File: config.mk
export PLATFORM = sky130hd
export DESIGN_NAME = twts_ctrl
export DESIGN_NICKNAME = d
export VERILOG_FILES = /design/src/rtl/twts_pkg.sv /design/src/rtl/twts_ctrl.sv
export SDC_FILE = /design/constraint.sdc
export NUM_CORES = 1
export LEC_CHECK = 0
export BUFFER_PORTS_ARGS = -buffer_cell sky130_fd_sc_hd__buf_2
export CAP_MARGIN = 10
export CELL_PAD_IN_SITES_DETAIL_PLACEMENT = 2
export CELL_PAD_IN_SITES_GLOBAL_PLACEMENT = 2
export CORE_ASPECT_RATIO = 1.75
export CORE_MARGIN = 2
export CORE_UTILIZATION = 18
export CTS_CLUSTER_SIZE = 16
export DETAILED_ROUTE_END_ITERATION = 10
export PLACE_DENSITY = 0.84
export SLEW_MARGIN = 20
export SYNTH_ARGS = -nofsm -noshare
export SYNTH_HDL_FRONTEND = slang
export SYNTH_SLANG_ARGS = --single-unit
File: constraint.sdc
create_clock -name clk -period 1.46 [get_ports clk]
set_input_delay 0.292 -clock clk [delete_from_list [all_inputs] [get_ports clk]]
set_output_delay 0.292 -clock clk [all_outputs]
set_load 0.03 [all_outputs]
File: src/rtl/twts_pkg.sv
`default_nettype none
package twts_pkg;

	localparam int VALUE_BITS = 16;
	localparam int ACC_BITS   = 22;
	localparam int TAU_BITS   = 16;
	localparam int ROUND_Q15  = 16384;

	localparam logic [1:0] MODE_PASS = 2'd0;
	localparam logic [1:0] MODE_AVG  = 2'd1;
	localparam logic [1:0] MODE_PROD = 2'd2;

	localparam logic [2:0] CFG_MODE        = 3'd0;
	localparam logic [2:0] CFG_HALF_WINDOW = 3'd1;
	localparam logic [2:0] CFG_THRESHOLD   = 3'd2;
	localparam logic [2:0] CFG_TAU         = 3'd3;
	localparam logic [2:0] CFG_BG_MASK     = 3'd4;
	localparam logic [2:0] CFG_TOPIC_COUNT = 3'd5;

	// window offset updates
	localparam logic [2:0] D_HOLD   = 3'd0;
	localparam logic [2:0] D_ZERO   = 3'd1;
	localparam logic [2:0] D_NEG_H  = 3'd2;
	localparam logic [2:0] D_INC    = 3'd3;
	localparam logic [2:0] D_PLUS1  = 3'd4;
	localparam logic [2:0] D_MINUS1 = 3'd5;

	typedef struct packed {
		logic               action;
		logic [15:0]        prob_value;
		logic               doc_start;
	} twts_in_t;

	typedef struct packed {
		logic signed [31:0] smoothed_value;
		logic [15:0]        row_index;
		logic [5:0]         topic_index;
		logic               doc_last;
	} twts_out_t;

	typedef struct packed {
		logic [1:0]         mode;
		logic [3:0]         half_window;
		logic [21:0]        threshold;
		logic signed [15:0] tau;
		logic [63:0]        background_topic_mask;
		logic [6:0]         topic_count;
	} twts_cfg_t;

	typedef struct packed {
		logic       capture;
		logic       start;
		logic       push;
		logic       rd;
		logic [2:0] dsel;
		logic       set_last;
		logic       last_val;
		logic       sum_clr;
		logic       tap_latch;
		logic       sum_acc;
		logic       mul1;
		logic       fin1;
		logic       v_load_p;
		logic       mul2;
		logic       sh2;
		logic       emit;
	} twts_cmd_t;

	typedef struct packed {
		logic       emit_due;
		logic       pend_zero;
		logic       pend_one;
		logic [1:0] mode;
		logic       tap_ok;
		logic       tap_bg;
		logic       d_end;
		logic       h_zero;
		logic       j_ge1;
		logic       out_free;
	} twts_sts_t;

endpackage
`default_nettype wire

File: src/rtl/twts_ctrl.sv
`default_nettype none
module twts_ctrl import twts_pkg::*; (
	input  wire logic      clk,
	input  wire logic      arst_n,
	input  wire logic      item_valid,
	output logic           item_stall,
	input  wire twts_in_t  item,
	input  wire twts_sts_t sts,
	output twts_cmd_t      cmd
);

	localparam logic [4:0] S_IDLE  = 5'd0;
	localparam logic [4:0] S_START = 5'd1;
	localparam logic [4:0] S_WRITE = 5'd2;
	localparam logic [4:0] S_CHECK = 5'd3;
	localparam logic [4:0] S_DCHK  = 5'd4;
	localparam logic [4:0] S_RDP   = 5'd5;
	localparam logic [4:0] S_GOTP  = 5'd6;
	localparam logic [4:0] S_WRD   = 5'd7;
	localparam logic [4:0] S_WGOT  = 5'd8;
	localparam logic [4:0] S_MUL   = 5'd9;
	localparam logic [4:0] S_FIN   = 5'd10;
	localparam logic [4:0] S_NCHK  = 5'd11;
	localparam logic [4:0] S_NRD   = 5'd12;
	localparam logic [4:0] S_NGOT  = 5'd13;
	localparam logic [4:0] S_NSH   = 5'd14;
	localparam logic [4:0] S_PCHK  = 5'd15;
	localparam logic [4:0] S_PRD   = 5'd16;
	localparam logic [4:0] S_PGOT  = 5'd17;
	localparam logic [4:0] S_PSH   = 5'd18;
	localparam logic [4:0] S_OUT   = 5'd19;

	logic [4:0] state_q;
	logic [4:0] state_n;

	assign item_stall = (state_q != S_IDLE);

	always_comb begin
		cmd     = '0;
		state_n = state_q;
		unique case (state_q)
			S_IDLE: begin
				if (item_valid) begin
					cmd.capture = 1'b1;
					if (item.action)
						state_n = S_DCHK;
					else if (item.doc_start)
						state_n = S_START;
					else
						state_n = S_WRITE;
				end
			end
			S_START: begin
				cmd.start = 1'b1;
				state_n   = S_WRITE;
			end
			S_WRITE: begin
				cmd.push = 1'b1;
				state_n  = S_CHECK;
			end
			S_CHECK: begin
				if (sts.emit_due) begin
					cmd.set_last = 1'b1;
					cmd.dsel     = D_ZERO;
					state_n      = S_RDP;
				end else begin
					state_n = S_IDLE;
				end
			end
			S_DCHK: begin
				if (sts.pend_zero) begin
					state_n = S_IDLE;
				end else begin
					cmd.set_last = 1'b1;
					cmd.last_val = sts.pend_one;
					cmd.dsel     = D_ZERO;
					state_n      = S_RDP;
				end
			end
			S_RDP: begin
				cmd.rd  = 1'b1;
				state_n = S_GOTP;
			end
			S_GOTP: begin
				cmd.v_load_p = 1'b1;
				cmd.sum_clr  = 1'b1;
				if (sts.mode == MODE_AVG && !sts.tap_bg) begin
					if (sts.h_zero) begin
						state_n = S_MUL;
					end else begin
						cmd.dsel = D_NEG_H;
						state_n  = S_WRD;
					end
				end else if (sts.mode == MODE_PROD) begin
					cmd.dsel = D_PLUS1;
					state_n  = S_NCHK;
				end else begin
					state_n = S_OUT;
				end
			end
			S_WRD: begin
				cmd.rd        = 1'b1;
				cmd.tap_latch = 1'b1;
				state_n       = S_WGOT;
			end
			S_WGOT: begin
				cmd.sum_acc = 1'b1;
				if (sts.d_end) begin
					state_n = S_MUL;
				end else begin
					cmd.dsel = D_INC;
					state_n  = S_WRD;
				end
			end
			S_MUL: begin
				cmd.mul1 = 1'b1;
				state_n  = S_FIN;
			end
			S_FIN: begin
				cmd.fin1 = 1'b1;
				state_n  = S_OUT;
			end
			S_NCHK: begin
				if (sts.tap_ok) begin
					state_n = S_NRD;
				end else begin
					cmd.dsel = D_MINUS1;
					state_n  = S_PCHK;
				end
			end
			S_NRD: begin
				cmd.rd  = 1'b1;
				state_n = S_NGOT;
			end
			S_NGOT: begin
				cmd.mul2 = 1'b1;
				state_n  = S_NSH;
			end
			S_NSH: begin
				cmd.sh2  = 1'b1;
				cmd.dsel = D_MINUS1;
				state_n  = S_PCHK;
			end
			S_PCHK: begin
				state_n = sts.j_ge1 ? S_PRD : S_OUT;
			end
			S_PRD: begin
				cmd.rd  = 1'b1;
				state_n = S_PGOT;
			end
			S_PGOT: begin
				cmd.mul2 = 1'b1;
				state_n  = S_PSH;
			end
			S_PSH: begin
				cmd.sh2 = 1'b1;
				state_n = S_OUT;
			end
			S_OUT: begin
				if (sts.out_free) begin
					cmd.emit = 1'b1;
					state_n  = S_IDLE;
				end
			end
			default: state_n = S_IDLE;
		endcase
	end

	always_ff @(posedge clk or negedge arst_n) begin
		if (!arst_n)
			state_q <= S_IDLE;
		else
			state_q <= state_n;
	end

endmodule
`default_nettype wire

# Word level (Yosys, flattened, before mapping)
# Index checks and enable logic that the tools add are counted.
[classes]
reduce_logical = 9
n_eq_ne = 23
muxes = 37
[op_table]
columns = ["operator", "count"]
rows = [
  ["one-hot mux 5 bit (19 select lines)", 1],
  ["== test 5 x 4 -> 1 bit (second input constant)", 8],
  ["2-to-1 mux 5 bit", 5],
  ["== test 5 x 3 -> 1 bit (second input constant)", 4],
  ["== test 5 bit (second input constant)", 4],
  ["2-to-1 mux 3 bit", 6],
  ["one-hot mux 3 bit (6 select lines)", 1],
  ["2-to-1 mux 1 bit", 15],
  ["2-to-1 mux 2 bit", 6],
  ["== test 5 x 2 -> 1 bit (second input constant)", 2],
  ["2-to-1 mux 4 bit", 2],
  ["OR reduction 2 bit", 3],
  ["== test 5 x 1 -> 1 bit (second input constant)", 1],
  ["zero test 5 bit", 1],
  ["nonzero test 5 bit", 1],
  ["!= test 2 bit (second input constant)", 2],
  ["OR reduction 4 bit", 1],
  ["== test 2 x 1 -> 1 bit (second input constant)", 1],
  ["== test 2 bit (second input constant)", 1],
  ["one-hot mux 1 bit (2 select lines)", 1],
  ["AND reduction 2 bit", 1],
  ["logical AND 1 bit", 1],
  ["zero test 1 bit", 1],
]
[totals]
out_inout_bits = 19
wordCells = 70
register_bits = 5
input_bits = 32

# Longest topological paths before layout
# Gate-level depths: netlist of run 1.
[logic_depth]
word_depth = 4
ltp_mapped = 7
mapped_depth_nobuf = 5

# Worst setup path after synthesis of run 1
# OpenSTA, ideal clock, no wires.
[synth_path]
path_kind = "reg-to-output"
startpoint = "reg state_q[2]"
endpoint = "out cmd[11] in the netlist's numbering"
arrival_time_ns = 2.031
path_buffers = 1
required_time_ns = 1.168
path_slack_ns = -0.863
stages_incl_launch_ff = 6
cell_sequence = "dfrtp_1 buf_2 nor2_2 nand3_1 o21ai_0 nand3b_1"
[synth_lines]
columns = ["element", "line_no", "rtl"]
rows = [
  ["start, declared", "twts_ctrl.sv:33", "logic [4:0] state_q;"],
  ["start signal, assigned", "twts_ctrl.sv:173", "state_q <= state_n;"],
  ["end, declared", "twts_ctrl.sv:9", "output twts_cmd_t cmd"],
]

==> flow_metrics.py, run 1 <==
metrics = {
    "worst_setup_path": {
        "critical-path-max-stage-delay_ns": 0.39,
        "worstSetupPathType": "reg -> out",
        "crit_start": "state_q[4]",
        "path_max_fanout": 3,
        "endpoint": "cmd[12]",
        "setup.worst_path.end_class": "output port",
        "reg2reg_depth": 7,
        "cpMostUsedCell": "or3_4",
        "path_delay_family": "simple AND/OR/NAND/NOR gates",
        "r2r-end": "state_q[0]",
        "reg2reg_slack_ns": -0.30,
        "worstPathArrival_ns": 1.64,
        "start_kind": "flop",
        "path_cells": "or3_4 > or3_4 > o21ai_2 > buf_6",
        "cp_num_cells": 4,
        "slowest_stage": "or3_4",
        "cp_data_required_time_ns": 1.17,
        "r2r_start": "state_q[2]",
        "path_buf_inv": 1,
    },
    "hold_path": {
        "hp-class": "in -> async",
    },
    "final_layout": {
        "syn_to_final_growth_pct": 123,
        "seq_area_um2": 126,
        "multiInputGateArea_um2": 791,
        "largestRegisters": "state_q (5)",
        "regMostFlops": "state_q",
        "drive_gt1_frac": 0.699,
        "num_antenna_cells": 0,
        "nNetsFinal": 219,
        "largest_register_ffs": 5,
        "nFillCells": 465,
    },
    "placed_design": {
        "place_ws_ns": -0.496,
        "numPortBuffers": 34,
        "gp_congestion": 0.831,
        "dp_hpwl_mm": 3.60,
    },
    "logic_synthesis": {
        "yosys.area.top_type": "dfrtp_1",
        "yosysSeqAreaShare": 0.161,
        "yosysMostFrequentCell": "nand2_1",
        "synth-edff-count": 0,
        "netlist_top_cells_count": "nand2_1, nor2_1, a21oi_1, nor2b_1, o21ai_0",
        "synthDistinctLibCells": 43,
        "avgSynthCellArea_um2": 7.29,
        "syn_area_um2": 779,
        "ys_warn_count": 0,
        "synthCells": 107,
        "synth-main-ff-cell": "dfrtp_1",
        "synth_top_area_share": 0.161,
        "synth.ff_latch_count": 5,
        "syn_nets": 139,
        "ys_async_sr_fraction": 1.00,
        "ys_top_cells_by_area": "dfrtp_1, nand2_1, nor2b_1, nor3b_1, a21oi_1",
    },
    "sta": {
        "timing.final.crit_share": 1.32,
        "finalCriticalPeriod_ns": 1.93,
        "final.setup.worst_slack_ns": -0.470,
        "max_freq_mhz": 518,
        "maxSlewHeadroom": 0.719,
        "worst_pin_slew_ns": 0.421,
        "skew_ns": 0.00434,
        "setup_viol": 24,
        "finalHoldViolations": 0,
        "slew_viol_final": 0,
        "rsz0062_at_grt": "true",
    },
    "power": {
        "irDropWorstVdd_mv": 0.886,
        "fin_total_pwr_mw": 3.50,
        "power.density_nw_per_um2": 2010,
        "p_leak_nw": 0.793,
    },
    "grt": {
        "grt_pass1_vias": 1368,
        "grt_pass1_wl_mm": 7.25,
        "gr-usage-all-layers": 0.203,
        "antenna_found_initial": 0,
        "grt.overflow.total": 0,
        "grt_max_degree": 14,
    },
    "clock_network": {
        "clkTransAtPathRegs_ns": 0.04,
        "cts_tree": "done",
        "clk_latency_ns": 0.22,
        "cts-buffers-inserted": 3,
        "cts_buffer_depth": 2,
        "cts-root-buf": "clkbuf_8",
        "clock_sinks": 5,
        "htree_levels": 1,
    },
    "job": {
        "drv_cap": 0,
    },
    "routing": {
        "drt_wl_total_mm": 4.96,
        "wl_per_cell_um": 21.1,
        "routed_via_density": 5.03,
        "drc_errors": 0,
        "vias": 1182,
        "drtIter0Drc": 13,
        "firstDrtPassIters": 4,
        "postRouteAntennaNets": 0,
    },
    "die": {
        "io_pins": 51,
        "dieWidth_um": 53.7,
        "core-area_um2": 4150,
        "start_util": 0.188,
        "fp-row-count": 31,
        "die_area_um2": 4890,
        "die_h_um": 91.1,
    },
    "status": {
        "status": "finished with violations",
        "violations": "setup timing",
    },
}
## how the worst min path moves through the flow
stage                      end  slack [ns]  depth (start not counted)
finish              state_q[4]        0.41                          2
CTS                 state_q[4]        0.41                          2
detailed placement  state_q[1]        0.11                          1
global placement    state_q[1]        0.11                          1
floorplan           state_q[0]      -0.004                          0
global route        state_q[3]        0.43                          2
## area by class of cell
type	instances	area share
multi-input combinational	89	0.454
timing repair buffer	84	0.400
sequential	5	0.0726
tap	49	0.0352
clock buffer	4	0.0259
inverter	4	0.0115
## power by group
part / switching (mW) / leakage (nW) / internal [mW]
Clock: 0.0672 / 0.0228 / 0.187
Combinational: 1.56 / 0.708 / 1.43
Sequential: 0.0530 / 0.0620 / 0.196
## layout by cell type (no fill, tap or decap), types with 2 or more instances in the layout
master	count
buf_4	41
buf_6	27
buf_2	15
nand2_1	7
a21oi_1	5
nor2_4	4
nor3_2	4
nand3_1	4
o21ai_0	4
dfrtp_1	4
nand2b_1	3
nor2_1	3
or3_4	3
nor3_4	3
nor2b_1	3
nor3b_1	3
clkbuf_8	3
nor2b_2	2
nand3b_1	2
nand2_4	2
nand2_2	2
inv_1	2
nand3_2	2
and3_1	2
## repair_timing
| action | CTS | global route |
|---|---|---|
| hold endpoints to repair | 5 | 0 |
| hold buffers | 1 | 0 |
| setup buffers | 4 | 6 |
| endpoints found under the setup margin | 24 | 24 |
| gates resized for setup | 55 | 27 |
| pin swaps | 5 | 8 |
## metrics by stage
stage	cells	util	setup TNS [ns]	hold WS, ns	area [um^2]
final	235	0.419	-7.76	0.413	1740
after global routing	235	0.419	-9.10	0.432	1740
after CTS	230	0.383	-7.79	0.406	1590
after detailed placement	221	0.318	-4.76	0.111	1320
after global placement	221	0.318	-3.27	0.105	1320
after floorplan	107	-	-1.63	-0.00359	850
## layer usage
metal	part of all wire	global-route usage	wire length, um
met4	0.029	0.0962	145
met5	0	0	0
met1	0.34	0.195	1680
met3	0.034	0.0263	169
met2	0.60	0.387	2970
## logic make-up after synthesis
family / Yosys count / synth area share
and+or+nand+nor: 56 / 0.419
AOI/OAI and AO/OA: 31 / 0.305
buffers and inverters: 13 / 0.0899
DFF: 5 / 0.161
xor gates and xnor gates: 1 / 0.0112
muxes: 1 / 0.0144
(Power assumes the default switching activity.)
==> run 2: changes to the inputs <==
--- a/config.mk
+++ b/config.mk
@@ -14,6 +14,7 @@
 export CORE_UTILIZATION = 18
 export CTS_CLUSTER_SIZE = 16
 export DETAILED_ROUTE_END_ITERATION = 10
+export GPL_TIMING_DRIVEN = 0
 export PLACE_DENSITY = 0.84
 export SLEW_MARGIN = 20
 export SYNTH_ARGS = -nofsm -noshare
==> run 2 against run 1 <==
Effect of this change:
- the run still ends with setup timing left
- core utilization increased by 1.1 points
- critical path depth is 1 higher
- design area grew 2.5%
- first-iteration DRC count is 140% higher
- wire length is 7.2% higher
- register-to-register slack worse by 0.24 ns
- total power rose by 5.0%
- largest power group unchanged
- highest routed layer unchanged
==> flow_metrics.py, run 2 (synthesis results as in run 1) <==
metrics = {
    "status": {
        "status": "finished with violations",
        "violations": "setup timing",
    },
    "final_layout": {
        "syn_to_final_growth_pct": 129,
        "drive_gt1_frac": 0.731,
        "largestRegisters": "state_q (5)",
        "num_antenna_cells": 0,
        "regMostFlops": "state_q",
        "largest_register_ffs": 5,
        "mostFrequentLayoutCell": "buf_6",
        "most-common-layout-cells": "buf_6, buf_4, buf_2",
        "nNetsFinal": 208,
        "nFillCells": 438,
    },
    "grt": {
        "grt.overflow.total": 0,
        "antenna_found_initial": 0,
        "grt_pass1_vias": 1238,
        "grt_pass1_wl_mm": 6.98,
        "gr-usage-all-layers": 0.198,
        "grt_max_degree": 11,
    },
    "worst_setup_path": {
        "reg2reg_depth": 7,
        "r2r-end": "state_q[1]",
        "path_max_fanout": 6,
        "cp_data_required_time_ns": 1.17,
        "r2r_start": "state_q[1]",
        "setup.worst_path.end_class": "output port",
        "worstPathArrival_ns": 1.77,
        "crit_start": "state_q[1]",
        "worstSetupPathType": "reg -> out",
        "start_kind": "flop",
        "reg2reg_slack_ns": -0.54,
        "endpoint": "cmd[11]",
    },
    "placed_design": {
        "dp_hpwl_mm": 2.71,
        "gp_congestion": 0.866,
        "place_ws_ns": -0.532,
        "numPortBuffers": 34,
    },
    "routing": {
        "wl_per_cell_um": 23.7,
        "drc_errors": 0,
        "firstDrtPassIters": 4,
        "routed_via_density": 5.12,
        "vias": 1147,
        "postRouteAntennaNets": 0,
        "drt_wl_total_mm": 5.32,
        "drtIter0Drc": 31,
    },
    "sta": {
        "final.setup.worst_slack_ns": -0.598,
        "maxSlewHeadroom": 0.543,
        "slew_viol_final": 0,
        "finalHoldViolations": 0,
        "setup_viol": 24,
        "max_freq_mhz": 486,
        "skew_ns": 0.00549,
        "worst_pin_slew_ns": 0.684,
        "rsz0062_at_grt": "true",
        "timing.final.crit_share": 1.41,
        "tns_ns": -9.00,
        "finalCriticalPeriod_ns": 2.06,
    },
    "clock_network": {
        "cts-buffers-inserted": 3,
        "cts-root-buf": "clkbuf_8",
        "clk_latency_ns": 0.22,
        "cts_buffer_depth": 2,
        "clock_sinks": 5,
        "cts_tree": "done",
        "htree_levels": 1,
        "clkTransAtPathRegs_ns": 0.04,
    },
    "die": {
        "fp-row-count": 31,
        "dieWidth_um": 53.7,
        "start_util": 0.188,
        "die_h_um": 91.1,
        "core-area_um2": 4150,
        "die_area_um2": 4890,
        "io_pins": 51,
    },
    "power": {
        "p_leak_nw": 0.768,
        "power.density_nw_per_um2": 2060,
        "irDropWorstVdd_mv": 1.10,
    },
    "job": {
        "drv_cap": 0,
    },
    "hold_path": {
        "hp-class": "in -> async",
    },
}
## run 2: critical path: stages, from the launching register on
cell and delay, ns:
dfrtp_1 0.38, buf_6 0.14, or3_4 0.34, or3_4 0.38
nand3b_1 0.15, buf_6 0.15
## run 2: cell type report
cell class	count	area, um^2	area share
plain buffers	8	106	0.0596
well taps	49	61.3	0.0344
multi-input cells	89	862	0.483
clock buffers	4	45.0	0.0252
flip-flops and latches	5	128	0.0715
repair buffers	65	559	0.313
inverters	4	22.5	0.0126
## run 2: worst min path at each step
stage / from / end / slack, ns
floorplan: arst_n / state_q[0] / -0.004
global placement: arst_n / state_q[1] / 0.11
detailed placement: arst_n / state_q[1] / 0.11
CTS: arst_n / state_q[0] / 0.41
global route: arst_n / state_q[2] / 0.43
finish: arst_n / state_q[2] / 0.42
## run 2: what timing repair did
item / in CTS / in global routing
gates cloned: 0 / 1
hold buffers: 1 / 0
setup buffers: 20 / 11
endpoints found under the setup margin: 24 / 24
pin swaps: 14 / 12
hold endpoints to repair: 5 / 0
gates resized for setup: 92 / 29
## run 2: per-stage QoR
step / hold slack (ns) / cell area (um^2) / util / total power [mW] / std cells
after floorplan: -0.00359 / 850 / - / 1.57 / 107
after global placement: 0.107 / 1080 / 0.260 / 1.98 / 190
after detailed placement: 0.113 / 1080 / 0.260 / 2.03 / 190
after CTS: 0.412 / 1620 / 0.390 / 3.14 / 215
after global routing: 0.432 / 1780 / 0.430 / 3.85 / 224
final: 0.417 / 1780 / 0.430 / 3.67 / 224
## run 2: per-layer routing
| metal | part of all wire | wire (um) | track usage |
|---|---|---|---|
| met5 | 0 | 0 | 0 |
| met1 | 0.36 | 1910 | 0.214 |
| met4 | 0.042 | 223 | 0.0470 |
| met3 | 0.029 | 154 | 0.0214 |
| met2 | 0.57 | 3030 | 0.378 |
## run 2: power by group
group | switching (mW) | internal, mW | total [mW] | leakage [nW]
Combinational | 1.71 | 1.45 | 3.16 | 0.685
Sequential | 0.0563 | 0.197 | 0.253 | 0.0604
Clock | 0.0713 | 0.188 | 0.259 | 0.0228
Total | 1.84 | 1.84 | 3.67 | 0.768
